[src/design/blind_motor_limit_controller_top_defines.svh]
// Assertion helpers for the blind motor limit controller.
`ifndef BLIND_MOTOR_LIMIT_CONTROLLER_TOP_DEFINES_SVH
`define BLIND_MOTOR_LIMIT_CONTROLLER_TOP_DEFINES_SVH

// Clocked on aclk, disabled while aresetn is low.
`define BMLC_ASSERT(label, prop, msg) \
    label: assert property (@(posedge aclk) disable iff (!aresetn) (prop)) else $error(msg);

// Clocked on aclk, checked during reset too.
`define BMLC_ASSERT_ALWAYS(label, prop, msg) \
    label: assert property (@(posedge aclk) (prop)) else $error(msg);

`endif

[src/design/bmlc_pkg.sv]
`default_nettype none

package bmlc_pkg;

    localparam int TICK_COUNT_WIDTH_DEF = 16;
    localparam int LIMIT_W              = 16;
    localparam int CFG_IDX_W            = 1;

    localparam logic [LIMIT_W-1:0] OPEN_LIMIT_RESET  = 16'd720;
    localparam logic [LIMIT_W-1:0] CLOSE_LIMIT_RESET = 16'd600;

    typedef enum logic [CFG_IDX_W-1:0] {
        CFG_OPEN_LIMIT  = 1'b0,
        CFG_CLOSE_LIMIT = 1'b1
    } cfg_index_t;

    typedef enum logic [4:0] {
        PH_IDLE    = 5'b00001,
        PH_ARMED   = 5'b00010,
        PH_MOVING  = 5'b00100,
        PH_ARRIVED = 5'b01000,
        PH_DONE    = 5'b10000
    } phase_t;

    localparam logic [2:0] PH_CODE_IDLE    = 3'd0;
    localparam logic [2:0] PH_CODE_ARMED   = 3'd1;
    localparam logic [2:0] PH_CODE_MOVING  = 3'd2;
    localparam logic [2:0] PH_CODE_ARRIVED = 3'd3;
    localparam logic [2:0] PH_CODE_DONE    = 3'd4;

    // Direction / request bits
    localparam logic [1:0] DIR_NONE  = 2'b00;
    localparam logic [1:0] DIR_OPEN  = 2'b01;
    localparam logic [1:0] DIR_CLOSE = 2'b10;

    // Drive line bit positions
    localparam int LINE_EN    = 0;
    localparam int LINE_CLOSE = 1;
    localparam int LINE_OPEN  = 2;

    typedef struct packed {
        logic request_open;
        logic request_close;
        logic rearm;
        logic top_switch_a;
        logic top_switch_b;
        logic bottom_switch_a;
        logic bottom_switch_b;
    } in_item_t;

    typedef struct packed {
        logic       motor_enable;
        logic       drive_close_line;
        logic       drive_open_line;
        logic [2:0] phase;
        logic       ready_flag;
        logic       timed_out;
        logic       end_reached;
    } out_item_t;

    function automatic logic [2:0] phase_code(phase_t ph);
        logic [2:0] code;
        unique case (ph)
            PH_IDLE:    code = PH_CODE_IDLE;
            PH_ARMED:   code = PH_CODE_ARMED;
            PH_MOVING:  code = PH_CODE_MOVING;
            PH_ARRIVED: code = PH_CODE_ARRIVED;
            default:    code = PH_CODE_DONE;
        endcase
        return code;
    endfunction

endpackage

`default_nettype wire

[src/design/bmlc_ctrl.sv]
`default_nettype none

module bmlc_ctrl #(
    parameter int TICK_COUNT_WIDTH = bmlc_pkg::TICK_COUNT_WIDTH_DEF
) (
    input  wire logic                          aclk,
    input  wire logic                          aresetn,
    input  wire logic                          accept,
    input  wire bmlc_pkg::in_item_t            in_item,
    input  wire logic [bmlc_pkg::LIMIT_W-1:0]  open_limit,
    input  wire logic [bmlc_pkg::LIMIT_W-1:0]  close_limit,
    output bmlc_pkg::out_item_t                result
);
    import bmlc_pkg::*;

    `include "blind_motor_limit_controller_top_defines.svh"

    localparam int CMP_W = (TICK_COUNT_WIDTH > LIMIT_W) ? TICK_COUNT_WIDTH : LIMIT_W;

    phase_t                      phase_reg, phase_next;
    logic [1:0]                  dir_reg, dir_next;
    logic [1:0]                  pend_reg, pend_next;
    logic                        ready_reg, ready_next;
    logic [TICK_COUNT_WIDTH-1:0] elapsed_reg, elapsed_next;
    logic [2:0]                  drive_reg, drive_next;

    logic                        top_hit;
    logic                        bottom_hit;
    logic                        at_end;
    logic [LIMIT_W-1:0]          limit;
    logic [TICK_COUNT_WIDTH-1:0] elapsed_inc;
    logic                        timed;
    logic                        ended;

    assign top_hit    = in_item.top_switch_a | in_item.top_switch_b;
    assign bottom_hit = in_item.bottom_switch_a | in_item.bottom_switch_b;

    // saturating tick count
    assign elapsed_inc = (&elapsed_reg) ? elapsed_reg
                                        : elapsed_reg + TICK_COUNT_WIDTH'(1);

    always_comb begin
        phase_next   = phase_reg;
        dir_next     = dir_reg;
        pend_next    = pend_reg | {in_item.request_close, in_item.request_open};
        ready_next   = ready_reg | in_item.rearm;
        elapsed_next = elapsed_reg;
        drive_next   = drive_reg;
        timed        = 1'b0;
        ended        = 1'b0;
        at_end       = 1'b0;
        limit        = open_limit;

        unique case (phase_reg)
            PH_IDLE: begin
                if (pend_next != DIR_NONE) begin
                    dir_next   = pend_next;
                    phase_next = PH_ARMED;
                end
            end
            PH_ARMED: begin
                if (ready_next && (dir_reg == DIR_OPEN || dir_reg == DIR_CLOSE)) begin
                    elapsed_next          = '0;
                    drive_next            = '0;
                    drive_next[LINE_EN]   = 1'b1;
                    drive_next[LINE_OPEN] = (dir_reg == DIR_OPEN);
                    drive_next[LINE_CLOSE] = (dir_reg == DIR_CLOSE);
                    phase_next            = PH_MOVING;
                end else begin
                    phase_next = PH_DONE;
                end
            end
            PH_MOVING: begin
                priority if (dir_reg == DIR_OPEN || dir_reg == DIR_CLOSE) begin
                    at_end = (dir_reg == DIR_OPEN) ? top_hit : bottom_hit;
                    limit  = (dir_reg == DIR_OPEN) ? open_limit : close_limit;
                    if (at_end) begin
                        drive_next   = '0;
                        elapsed_next = '0;
                        ended        = 1'b1;
                        phase_next   = PH_ARRIVED;
                    end else if (CMP_W'(elapsed_inc) > CMP_W'(limit)) begin
                        drive_next   = '0;
                        elapsed_next = '0;
                        ready_next   = 1'b0;
                        timed        = 1'b1;
                        phase_next   = PH_DONE;
                    end else begin
                        elapsed_next = elapsed_inc;
                    end
                end else begin
                    // no valid direction
                    drive_next   = '0;
                    elapsed_next = '0;
                    phase_next   = PH_DONE;
                end
            end
            PH_ARRIVED: begin
                phase_next = PH_DONE;
            end
            default: begin
                pend_next  = DIR_NONE;
                dir_next   = DIR_NONE;
                phase_next = PH_IDLE;
            end
        endcase
    end

    always_comb begin
        result.motor_enable     = drive_next[LINE_EN];
        result.drive_close_line = drive_next[LINE_CLOSE];
        result.drive_open_line  = drive_next[LINE_OPEN];
        result.phase            = phase_code(phase_next);
        result.ready_flag       = ready_next;
        result.timed_out        = timed;
        result.end_reached      = ended;
    end

    always_ff @(posedge aclk) begin
        if (!aresetn) begin
            phase_reg   <= PH_IDLE;
            dir_reg     <= DIR_NONE;
            pend_reg    <= DIR_NONE;
            ready_reg   <= 1'b1;
            elapsed_reg <= '0;
            drive_reg   <= '0;
        end else if (accept) begin
            phase_reg   <= phase_next;
            dir_reg     <= dir_next;
            pend_reg    <= pend_next;
            ready_reg   <= ready_next;
            elapsed_reg <= elapsed_next;
            drive_reg   <= drive_next;
        end
    end

    `BMLC_ASSERT(a_arrived_to_done,
        (accept && phase_reg == PH_ARRIVED) |=> (phase_reg == PH_DONE),
        "arrived phase did not advance to done")
    `BMLC_ASSERT(a_timeout_clears_ready,
        (accept && result.timed_out) |=> (!ready_reg && drive_reg == 3'b000),
        "timeout left ready set or motor driven")
    `BMLC_ASSERT(a_one_line_when_enabled,
        drive_reg[LINE_EN] |-> $onehot({drive_reg[LINE_OPEN], drive_reg[LINE_CLOSE]}),
        "enabled motor without exactly one direction line")
    `BMLC_ASSERT(a_driven_only_moving,
        (drive_reg != 3'b000) |-> (phase_reg == PH_MOVING),
        "drive lines active outside moving phase")

endmodule

`default_nettype wire

[src/design/blind_motor_limit_controller_top.sv]
`default_nettype none

// Blind motor limit controller. One input item is one tick; every accepted item
// yields exactly one result item showing the drive lines, phase code, ready flag
// and the timeout / end-switch strobes after that tick. An item can be accepted
// every cycle while the skid is empty; its result is registered in the result
// register, or in the skid on a stall. The limit is set by the single pass
// through the phase logic and tick compare between the state registers and
// the result register. A two-entry buffer (result register plus skid) keeps
// s_ready high until the skid fills; one item per cycle while m_ready is high.
// Write the tick limits through cfg_we/cfg_index/cfg_wdata only while idle.
module blind_motor_limit_controller_top #(
    parameter int TICK_COUNT_WIDTH = bmlc_pkg::TICK_COUNT_WIDTH_DEF
) (
    input  wire logic                           aclk,
    input  wire logic                           aresetn,
    input  wire logic                           s_valid,
    output logic                                s_ready,
    input  wire bmlc_pkg::in_item_t             s_data,
    output logic                                m_valid,
    input  wire logic                           m_ready,
    output bmlc_pkg::out_item_t                 m_data,
    input  wire logic                           cfg_we,
    input  wire logic [bmlc_pkg::CFG_IDX_W-1:0] cfg_index,
    input  wire logic [bmlc_pkg::LIMIT_W-1:0]   cfg_wdata
);
    import bmlc_pkg::*;

    `include "blind_motor_limit_controller_top_defines.svh"

    logic [LIMIT_W-1:0] open_limit_reg;
    logic [LIMIT_W-1:0] close_limit_reg;
    out_item_t          result;
    logic               accept;
    logic               take;

    logic               out_valid_reg, out_valid_next;
    logic               skid_valid_reg, skid_valid_next;
    out_item_t          out_data_reg, out_data_next;
    out_item_t          skid_data_reg, skid_data_next;

    assign s_ready = !skid_valid_reg;
    assign accept  = s_valid && s_ready;
    assign take    = out_valid_reg && m_ready;
    assign m_valid = out_valid_reg;
    assign m_data  = out_data_reg;

    always_ff @(posedge aclk) begin
        if (!aresetn) begin
            open_limit_reg  <= OPEN_LIMIT_RESET;
            close_limit_reg <= CLOSE_LIMIT_RESET;
        end else if (cfg_we) begin
            unique case (cfg_index_t'(cfg_index))
                CFG_OPEN_LIMIT:  open_limit_reg  <= cfg_wdata;
                CFG_CLOSE_LIMIT: close_limit_reg <= cfg_wdata;
                default:         ;
            endcase
        end
    end

    bmlc_ctrl #(
        .TICK_COUNT_WIDTH(TICK_COUNT_WIDTH)
    ) u_ctrl (
        .aclk       (aclk),
        .aresetn    (aresetn),
        .accept     (accept),
        .in_item    (s_data),
        .open_limit (open_limit_reg),
        .close_limit(close_limit_reg),
        .result     (result)
    );

    always_comb begin
        out_valid_next  = out_valid_reg;
        out_data_next   = out_data_reg;
        skid_valid_next = skid_valid_reg;
        skid_data_next  = skid_data_reg;
        if (!out_valid_reg || take) begin
            if (skid_valid_reg) begin
                out_valid_next  = 1'b1;
                out_data_next   = skid_data_reg;
                skid_valid_next = 1'b0;
            end else begin
                out_valid_next = accept;
                out_data_next  = result;
            end
        end else if (accept) begin
            skid_valid_next = 1'b1;
            skid_data_next  = result;
        end
    end

    always_ff @(posedge aclk) begin
        if (!aresetn) begin
            out_valid_reg  <= 1'b0;
            skid_valid_reg <= 1'b0;
        end else begin
            out_valid_reg  <= out_valid_next;
            skid_valid_reg <= skid_valid_next;
        end
    end

    always_ff @(posedge aclk) begin
        out_data_reg  <= out_data_next;
        skid_data_reg <= skid_data_next;
    end

    `BMLC_ASSERT(a_skid_behind_out,
        skid_valid_reg |-> out_valid_reg,
        "skid holds an item while the result register is empty")
    `BMLC_ASSERT(a_accept_shows_result,
        accept |=> out_valid_reg,
        "accepted item produced no result")
    `BMLC_ASSERT(a_stall_fills_skid,
        (accept && out_valid_reg && !m_ready) |=> (skid_valid_reg && !s_ready),
        "stalled result did not park the new item in the skid")

endmodule

`default_nettype wire

[config.mk]
export PLATFORM = sky130hd
export DESIGN_NAME = blind_motor_limit_controller_top
export DESIGN_NICKNAME = d
export VERILOG_FILES = /design/src/design/bmlc_pkg.sv /design/src/design/bmlc_ctrl.sv /design/src/design/blind_motor_limit_controller_top.sv
export VERILOG_INCLUDE_DIRS = /design/src /design/src/design
export SDC_FILE = /design/constraint.sdc
export NUM_CORES = 1
export LEC_CHECK = 0
export BUFFER_PORTS_ARGS = -buffer_cell sky130_fd_sc_hd__buf_4
export CAP_MARGIN = 10
export CELL_PAD_IN_SITES_DETAIL_PLACEMENT = 2
export CELL_PAD_IN_SITES_GLOBAL_PLACEMENT = 2
export CORE_ASPECT_RATIO = 1.25
export CORE_MARGIN = 2
export CORE_UTILIZATION = 37
export CTS_BUF_LIST = sky130_fd_sc_hd__clkbuf_4 sky130_fd_sc_hd__clkbuf_8
export CTS_CLUSTER_SIZE = 30
export DETAILED_ROUTE_END_ITERATION = 8
export PLACE_DENSITY = 0.78
export SYNTH_ARGS = -nofsm -noshare
export SYNTH_HDL_FRONTEND = slang
export SYNTH_SLANG_ARGS = --single-unit
export TNS_END_PERCENT = 30
[constraint.sdc]
create_clock -name aclk -period 4.8 [get_ports aclk]
set_input_delay 0.48 -clock aclk [delete_from_list [all_inputs] [get_ports aclk]]
set_output_delay 0.48 -clock aclk [all_outputs]
set_load 0.05 [all_outputs]
==> qor.yml, run 1 <==
finish:
  regArea_um2: 1802
  diodes: 0
  fin_area_um2: 4741
  fillers: 1246
  utilization_pct: 42.77
  final_common_cell: "nand2_1"
  final_cell_mix: "nand2_1, dfxtp_1, a21oi_1"
  area_growth_pct: 13.34
  final_layout_size_suffix_gt1_share_pct: 15.08
  layoutNonFillerInstCount: 659
  multi_input_area_um2: 2230
  fin_nets: 568
die:
  die_h_um: 122.9
  dieArea_um2: 12180
  core_area_um2: 11080
  io_pins: 40
  rows: 43
  start_util_pct: 37.74
  die_w_um: 99.10
worst_setup_path:
  r2r_slack_ns: 0.87
  worstPathRequired_ns: 4.92
  cp.arrival_ns: 4.05
  crit_type: "reg -> reg"
  crit_slowest_cell: "or4_4"
  r2r-start: "u_ctrl.elapsed_reg[5]"
  crit_chain: "and4_1 > nand3_1 > nor2_1 > nand3_1 > mux2_2 > ha_1 > nand4_2 > or4_4 > a21o_1 > nand3_2 > nand2_4 > o21ai_0 > a2bb2oi_1"
  reg2reg_to: "m_data[8]"
  cp_max_fo: 22
  rr_worst_depth: 13
  cp-end-kind: "register"
  critPathBufInv: 0
  cp_slowest_stage_delay_ns: 0.55
  startpoint_type: "register"
  cp_top_family: "simple AND/OR/NAND/NOR gates"
  crit_top_cell: "nand3_1"
yosys:
  synth-seq-area-share_pct: 43.08
  synth_flop_cell: "dfxtp_1"
  synthesis.area_um2: 4183
  synth_cells: 496
  synth_seq_cells: 81
  postSynth.asyncResetShare_pct: 0
  syn_avg_cell_area_um2: 8.433
  synth_edf_count: 18
  syn_nets: 544
  ys.warnings.count: 0
  ys_types: 55
sta:
  finalHoldViolCount: 0
  finalSetupViolCount: 0
  rsz0062_at_grt: "no"
  setup_tns_ns: 0
  finalCriticalPeriod_ns: 3.933
  clock_skew_ns: 0.01126
  timing.final.crit_share_pct: 81.94
  setup_slack_ns: 0.8670
  hold_ws_ns: 0.3211
  tightestPinTransition_ns: 0.9193
  fmax_mhz: 254.3
  max-slew-margin-rel_pct: 38.49
  drv_slew: 0
power_and_ir_drop:
  finalPower_mw: 1.462
  vdd_drop_max_uv: 137.5
  power.density_nw_per_um2: 308.3
  leakage_nw: 1.798
cts:
  post_cts_buffers: 0
  clock_sinks: 81
  cts_tree: "yes"
  root_buffer: "clkbuf_8"
  ctsResizeCount: 0
  ctsHoldBuffers: 0
  cts_buffer_depth: 2
  cts_buffers: 9
  clkTransAtPathRegs_ns: 0.08
  htree_levels: 3
  clock_latency_ns: 0.37
placement:
  placed_area_um2: 4538
  dpl.hpwl_um: 9239
  port_buffers: 39
  routabilityCongestion: 0.8269
  pre_cts_ws_ns: 0.8999
  dp.cells: 644
worst_hold_path:
  hold_start: "cfg_wdata[4]"
  hp-class: "in -> reg"
  holdPathStages: 3
  worstHoldEndpoint: "close_limit_reg[4]"
grt:
  antenna_found_initial: 0
  first_global_vias: 4159
  grt_usage_pct: 22.21
  gr-total-overflow: 0
  grt_max_degree: 40
  grt_pass1_wl_um: 21010
route:
  drc_errors: 0
  routed-via-count: 3728
  drt_iter0_markers: 79
  antenna_left: 0
  detail_route.wl_per_cell_um: 19.39
  drt-pass1-iter-count: 4
  vias_per_cell: 5.657
  wl_um: 12780
run:
  maxCapViolCount: 0
run_status:
  status: "finished, final reports clean"
## cell type report
class,instances,area share [%]
clock buffers,13,3.510
clock inverters,2,0.7654
inverters,6,0.4751
multi-input cells,380,47.03
flip-flops and latches,81,38.00
well taps,135,3.563
repair buffers,42,6.651
## cell families after synthesis
| family | after synthesis | share of synthesized area [%] |
|---|---|---|
| AOI/OAI and AO/OA | 111 | 15.11 |
| muxes | 21 | 5.205 |
| buffers and inverters | 35 | 3.619 |
| xor gates and xnor gates | 10 | 2.094 |
| adders and majority gates | 19 | 5.684 |
| DFF | 81 | 43.08 |
| and+or+nand+nor | 219 | 25.22 |
## Yosys cell counts, drive strengths merged, types with 2 or more instances
cell type,n,share of area [%]
nor4,7,1.0
mux2i,15,3.6
inv,6,0.54
nand2b,4,0.60
a41oi,2,0.42
nor2b,6,0.90
and2,2,0.30
a21oi,62,7.5
nand3b,4,0.72
nor3,13,1.9
nor2,32,2.9
nand2,99,9.1
a31oi,7,1.2
or2,2,0.30
clkbuf,20,1.8
dfxtp,63,30
o21ai,23,2.8
and3,3,0.45
buf,9,1.3
nand4,9,1.6
o31ai,3,0.54
xor2,2,0.42
edfxtp,18,13
mux2,6,1.6
a211oi,2,0.36
xnor2,8,1.7
ha,19,5.7
a22o,2,0.42
o21a,2,0.36
nand3,32,4.1
## worst max path at each step
stage / endpoint / cells past startpoint / slack (ns) / from
floorplan: m_data[6] / 14 / 1.34 / u_ctrl.elapsed_reg[5]
global placement: m_data[6] / 13 / 1.10 / u_ctrl.elapsed_reg[5]
detailed placement: m_data[4] / 12 / 0.90 / u_ctrl.elapsed_reg[5]
CTS: skid_data_reg[8] / 13 / 0.83 / u_ctrl.elapsed_reg[5]
global route: m_data[8] / 13 / 0.51 / u_ctrl.elapsed_reg[5]
finish: m_data[8] / 13 / 0.87 / u_ctrl.elapsed_reg[5]
## per-layer routing
metal	GRT usage [%]	vias to the layer above	routed length, um
li1	-	1805	-
met1	25.06	1861	5386
met2	42.44	45	6928
met3	2.847	17	249
met4	7.877	0	216
met5	0	-	0
## report_power, final
group / leakage [nW] / switching (mW) / internal [mW]
Sequential: 0.686 / 0.0168 / 0.723
Combinational: 1.00 / 0.120 / 0.0678
Clock: 0.107 / 0.255 / 0.279
Total: 1.80 / 0.392 / 1.07
## tightest hold or removal path: stages
cell and delay (ns):
buf_4 0.08, nand2_1 0.04, nand3_1 0.06
(Power assumes the default switching activity.)
==> run 2, diff against run 1 <==
CORE_UTILIZATION = 34   (was 37)
PLACE_DENSITY = 0.76   (was 0.78)
clock period = 3.2 ns   (was 4.8 ns; I/O delays follow)
==> run 2 against run 1 <==
The run now ends with setup timing left. Critical endpoint is now u_ctrl.elapsed_reg[3]. Core utilization is 3.8 points higher. Setup slack worse by 1.1 ns. Clock skew is 0.0030 ns higher. Critical path type unchanged.
==> qor.yml, run 2 (same netlist as run 1, synthesis figures left out) <==
sta:
  timing.final.crit_share_pct: 108.3  # +26 points
  drv_slew: 0  # unchanged
  tightestPinTransition_ns: 1.136  # +0.2167 ns
  hold_ws_ns: 0.1526  # -0.1685 ns
  rsz0062_at_grt: "yes"
  fmax_mhz: 288.5  # +13%
  clock_skew_ns: 0.01423  # +0.002965 ns
  max-slew-margin-rel_pct: 23.57  # -15 points
  finalSetupViolCount: 34  # +34
  setup_tns_ns: -5.733  # -5.733 ns
  setup_slack_ns: -0.2667  # -1.134 ns
  finalHoldViolCount: 0  # unchanged
  finalCriticalPeriod_ns: 3.467  # -0.4663 ns
run_status:
  status: "complete, but fails checks"
  violations: "setup timing"
die:
  io_pins: 40  # unchanged
  core_area_um2: 12110  # +9.2%
  rows: 45  # +4.7%
  dieArea_um2: 13210  # +8.5%
  die_h_um: 128.0  # +4.2%
  die_w_um: 103.2  # +4.1%
  start_util_pct: 34.55  # -3.2 points
finish:
  layoutNonFillerInstCount: 750  # +14%
  area_growth_pct: 34.76
  multi_input_area_um2: 2556  # +15%
  regArea_um2: 1809  # +0.42%
  diodes: 0  # unchanged
  final_common_cell: "buf_4"
  fin_nets: 629  # +11%
  final_layout_size_suffix_gt1_share_pct: 32.08  # +17 points
  fillers: 1345  # +7.9%
  final_cell_mix: "buf_4, nand2_1, dfxtp_1"
worst_setup_path:
  worstPathRequired_ns: 3.43  # -1.49 ns
  startpoint_type: "register"
  cp.arrival_ns: 3.70  # -0.35 ns
  startpoint: "u_ctrl.elapsed_reg[0]"
  cp-end-kind: "register"
  r2r-start: "u_ctrl.elapsed_reg[0]"
  cp_max_fo: 6  # -73%
  crit_type: "reg -> reg"
grt:
  grt_pass1_wl_um: 23490  # +12%
  grt_usage_pct: 23.41  # +1.2 points
  antenna_found_initial: 0  # unchanged
  grt_max_degree: 23  # -43%
  gr-total-overflow: 0  # unchanged
  first_global_vias: 4484  # +7.8%
power_and_ir_drop:
  p_int_mw: 1.587  # +48%
  seq_power_share_pct: 50.0  # -0.6 points
  power.density_nw_per_um2: 393.8  # +28%
  clockPowerShare_pct: 35.8  # -0.7 points
  net-switching-power_uw: 632.4  # +61%
  p_sw_share_pct: 28.49  # +1.7 points
  combinationalPowerShare_pct: 14.1  # +1.3 points
  finalPower_mw: 2.220  # +52%
  vdd_drop_max_uv: 243.8  # +77%
  leakage_nw: 2.209  # +23%
cts:
  cts_tree: "yes"
  clock_latency_ns: 0.39  # +0.02 ns
  cts_buffer_depth: 2  # unchanged
  clkTransAtPathRegs_ns: 0.09  # about the same
  htree_levels: 3  # unchanged
  cts_buffers: 9  # unchanged
  ctsHoldBuffers: 0  # unchanged
  clock_sinks: 81  # unchanged
  root_buffer: "clkbuf_8"
route:
  wl_um: 16880  # +32%
  routed-via-count: 4132  # +11%
  antenna_left: 0  # unchanged
  vias_per_cell: 5.509  # -2.6%
  drc_errors: 0  # unchanged
  detail_route.wl_per_cell_um: 22.51  # +16%
  drt-pass1-iter-count: 4  # unchanged
  drt_iter0_markers: 200  # +150%
worst_hold_path:
  hold_start: "cfg_wdata[7]"
  hp-class: "in -> reg"
placement:
  dp.cells: 717  # +11%
  dpl.hpwl_um: 10480  # +13%
  port_buffers: 39  # unchanged
  routabilityCongestion: 0.8927  # +8.0%
run:
  maxCapViolCount: 0  # unchanged
==> run 2: cell types whose count changed in the layout (fill, tap and decap cells not counted), moves of 5 or more <==
| cell | before | now |
|---|---|---|
| dfxtp_1 | 63 | 57 |
| dfxtp_2 | 0 | 6 |
| a21oi_2 | 1 | 9 |
| o21ai_0 | 20 | 15 |
| buf_4 | 42 | 97 |
| a21oi_1 | 61 | 52 |
| nand3_1 | 30 | 22 |
| nand3_2 | 2 | 8 |
| nor2_1 | 32 | 27 |
==> run 2: worst max-delay path: stages, from the launching register on <==
cell       delay [ns]
dfxtp_2          0.40
nand4_1          0.16
buf_4            0.18
a31oi_4          0.26
nand4_1          0.19
xnor2_1          0.20
ha_1             0.35
nand2_1          0.11
or4_4            0.52
a21o_1           0.21
nand3_2          0.09
buf_4            0.16
nand2_8          0.09
clkbuf_16        0.17
o21ai_0          0.11
o21ai_1          0.13
==> run 2: worst paths after layout <==
kind              depth (start not counted)  slack [ns]                    end
setup / recovery                         15       -0.27  u_ctrl.elapsed_reg[3]
hold / removal                            3        0.15      open_limit_reg[7]
setup reg to reg                         15       -0.27  u_ctrl.elapsed_reg[3]
hold reg to reg                           2        0.46     open_limit_reg[10]
==> run 2: per-layer routing <==
layer	up-vias	GRT usage, %	wire length (um)
li1	1922	-	-
met2	98	44.65	9081
met1	2070	25.77	6641
met5	-	0	0
met3	42	3.435	545
met4	0	7.817	614
==> run 2: power by group through the flow <==
stage          registers [mW]  clock network (mW)  logic, mW
5_1_grt                  1.12               0.858      0.341
2_1_floorplan            1.16                   0      0.150
3_3_place_gp             1.13                   0      0.284
4_1_cts                  1.11               0.813      0.302
6_report                 1.11               0.796      0.313
3_5_place_dp             1.13                   0      0.296
==> run 2: cell type report <==
| type | instances | share of cell area, % |
|---|---|---|
| well taps | 164 | 3.640 |
| clock inverters | 6 | 1.154 |
| clock buffers | 10 | 2.442 |
| multi-input cells | 380 | 45.35 |
| inverters | 6 | 0.3996 |
| flip-flops and latches | 81 | 32.10 |
| repair buffers | 103 | 14.92 |
==> run 2: timing repair <==
| action | CTS | global route |
|---|---|---|
| resized for setup | 18 | 37 |
| setup endpoints to repair | 34 | 36 |
| pin swaps | 16 | 19 |
| gates cloned | 0 | 2 |
| setup buffers | 5 | 10 |
==> run 2: through the flow <==
step	cell area, um^2	util (%)	setup slack, ns
after floorplan	4269	-	0.009343
after global placement	4999	41.29	-0.02975
after detailed placement	4999	41.29	-0.2422
after CTS	5314	43.90	-0.1080
after global routing	5637	46.56	-0.3678
final	5637	46.56	-0.2667
==> run 3, diff against run 2 <==
SKIP_CTS_REPAIR_TIMING = 1   (was unset)
==> run 3 against run 2 <==
The flow still finishes with violations (setup timing). Power shrank 0.46%. Critical path type unchanged. Global-route usage fell by 0.87 points. Clock power is essentially flat. Largest power group unchanged. Sequential cell count did not move.
==> qor.yml, run 3 (same netlist as run 1, synthesis figures left out) <==
cts:
  htree_levels: 3  # unchanged
  clock_sinks: 81  # unchanged
  clock_latency_ns: 0.38  # about the same
  cts_buffer_depth: 2  # unchanged
  root_buffer: "clkbuf_8"
  cts_buffers: 9  # unchanged
  clkTransAtPathRegs_ns: 0.10  # about the same
  cts_tree: "yes"
power_and_ir_drop:
  seq_power_share_pct: 50.2  # +0.2 points
  clockPowerShare_pct: 35.9  # about the same
  leakage_nw: 2.176  # -1.5%
  net-switching-power_uw: 623.7  # -1.4%
  p_int_mw: 1.586  # about the same
  power.density_nw_per_um2: 405.8  # +3.0%
  vdd_drop_max_uv: 234.3  # -3.9%
  combinationalPowerShare_pct: 13.9  # -0.2 points
  p_sw_share_pct: 28.23  # -0.26 points
route:
  routed-via-count: 4065  # -1.6%
  drc_errors: 0  # unchanged
  detail_route.wl_per_cell_um: 21.05  # -6.5%
  drt-pass1-iter-count: 4  # unchanged
  vias_per_cell: 5.434  # -1.4%
  drt_iter0_markers: 114  # -43%
  wl_um: 15740  # -6.8%
  antenna_left: 0  # unchanged
worst_setup_path:
  critPathBufInv: 2  # -1
  cp-end-kind: "register"
  crit_slowest_cell: "or4_4"
  cp_max_fo: 7  # +1
  r2r_slack_ns: -0.34  # -0.08 ns
  crit_chain: "and4_4 > and3_4 > a31oi_4 > nand4_1 > xnor2_1 > ha_1 > nand2_2 > or4_4 > or3_4 > nand2_4 > buf_12 > clkbuf_4 > nand3_1 > a21oi_1"
  startpoint_type: "register"
  cp_slowest_stage_delay_ns: 0.56  # +0.04 ns
  cp.arrival_ns: 3.85  # +0.15 ns
  crit_type: "reg -> reg"
  worstPathRequired_ns: 3.51  # +0.08 ns
  cp_top_family: "simple AND/OR/NAND/NOR gates"
grt:
  grt_pass1_wl_um: 22600  # -3.8%
  gr-total-overflow: 0  # unchanged
  grt_max_degree: 23  # unchanged
  antenna_found_initial: 0  # unchanged
  grt_usage_pct: 22.54  # -0.87 points
  first_global_vias: 4386  # -2.2%
finish:
  fillers: 1358  # +0.97%
  diodes: 0  # unchanged
  multi_input_area_um2: 2407  # -5.8%
  fin_area_um2: 5445  # -3.4%
  fin_nets: 627  # -0.32%
  final_common_cell: "nand2_1"
  regArea_um2: 1809  # unchanged
  final_cell_mix: "nand2_1, buf_4, a21oi_1"
  area_growth_pct: 30.18
  final_layout_size_suffix_gt1_share_pct: 28.94  # -3.1 points
run:
  maxCapViolCount: 0  # unchanged
sta:
  finalCriticalPeriod_ns: 3.542  # +0.07509 ns
  tightestPinTransition_ns: 0.9160  # -0.2200 ns
  max-slew-margin-rel_pct: 38.37  # +15 points
  timing.final.crit_share_pct: 110.7  # +2.3 points
  finalSetupViolCount: 35  # +2.9%
  fmax_mhz: 282.3  # -2.1%
  rsz0062_at_grt: "yes"
  setup_slack_ns: -0.3418  # -0.07509 ns
  clock_skew_ns: 0.01245  # -0.001784 ns
  drv_slew: 0  # unchanged
  finalHoldViolCount: 0  # unchanged
die:
  core_area_um2: 12110  # unchanged
  die_h_um: 128.0  # unchanged
  start_util_pct: 34.55  # unchanged
  rows: 45  # unchanged
  die_w_um: 103.2  # unchanged
  dieArea_um2: 13210  # unchanged
  io_pins: 40  # unchanged
placement:
  pre_cts_ws_ns: -0.2422  # unchanged
  port_buffers: 39  # unchanged
  dpl.hpwl_um: 10480  # unchanged
  routabilityCongestion: 0.8927  # unchanged
  placed_area_um2: 4999  # unchanged
run_status:
  violations: "setup timing"
  status: "complete, but fails checks"
worst_hold_path:
  hp-class: "in -> reg"
==> run 3: area by class of cell <==
cell class,count,area share (%)
clock buffer,10,2.528
multi-input combinational,380,44.21
clock inverter,6,1.195
sequential,81,33.23
timing repair buffer,101,14.66
inverter,6,0.4136
tap,164,3.768
==> run 3: routing by layer <==
| metal | GRT usage (%) | vias to the layer above | share of wire, % |
|---|---|---|---|
| met5 | 0 | - | 0 |
| met4 | 7.585 | 0 | 3.6 |
| met3 | 3.326 | 33 | 2.4 |
| met2 | 43.35 | 71 | 54 |
| met1 | 24.47 | 2045 | 40 |
| li1 | - | 1916 | - |
==> run 3: stage by stage <==
stage / hold WS (ns) / util [%] / cells / total power, mW / TNS, ns
after floorplan: 0.4329 / - / 496 / 1.309 / 0
after global placement: 0.4425 / 41.29 / 717 / 1.414 / -0.05576
after detailed placement: 0.4529 / 41.29 / 717 / 1.429 / -4.138
after CTS: 0.1548 / 42.97 / 733 / 2.222 / -5.241
after global routing: 0.1629 / 44.98 / 748 / 2.306 / -11.10
final: 0.1584 / 44.98 / 748 / 2.209 / -6.451
==> run 3: final timing paths <==
kind                              start                     to  depth (start not counted)
setup / recovery  u_ctrl.elapsed_reg[7]  u_ctrl.elapsed_reg[8]                         14
hold / removal             cfg_wdata[7]      open_limit_reg[7]                          3
setup reg to reg  u_ctrl.elapsed_reg[7]  u_ctrl.elapsed_reg[8]                         14
hold reg to reg      open_limit_reg[10]     open_limit_reg[10]                          2
==> run 3: power groups by stage <==
stage | Combinational [mW] | Clock, mW | Sequential (mW)
after global routing | 0.336 | 0.854 | 1.12
after detailed placement | 0.296 | 0 | 1.13
after floorplan | 0.150 | 0 | 1.16
after global placement | 0.284 | 0 | 1.13
after CTS | 0.298 | 0.813 | 1.11
final | 0.307 | 0.793 | 1.11
==> run 3: worst register-to-register path, delay by kind of cell (launching register included) <==
| kind | cells | cell delay (ns) |
|---|---|---|
| fa+ha+maj | 1 | 0.33 |
| xor+xnor | 1 | 0.20 |
| compound gates | 2 | 0.39 |
| simple gates | 8 | 1.90 |
| buf+inv | 2 | 0.33 |
| flops | 1 | 0.33 |
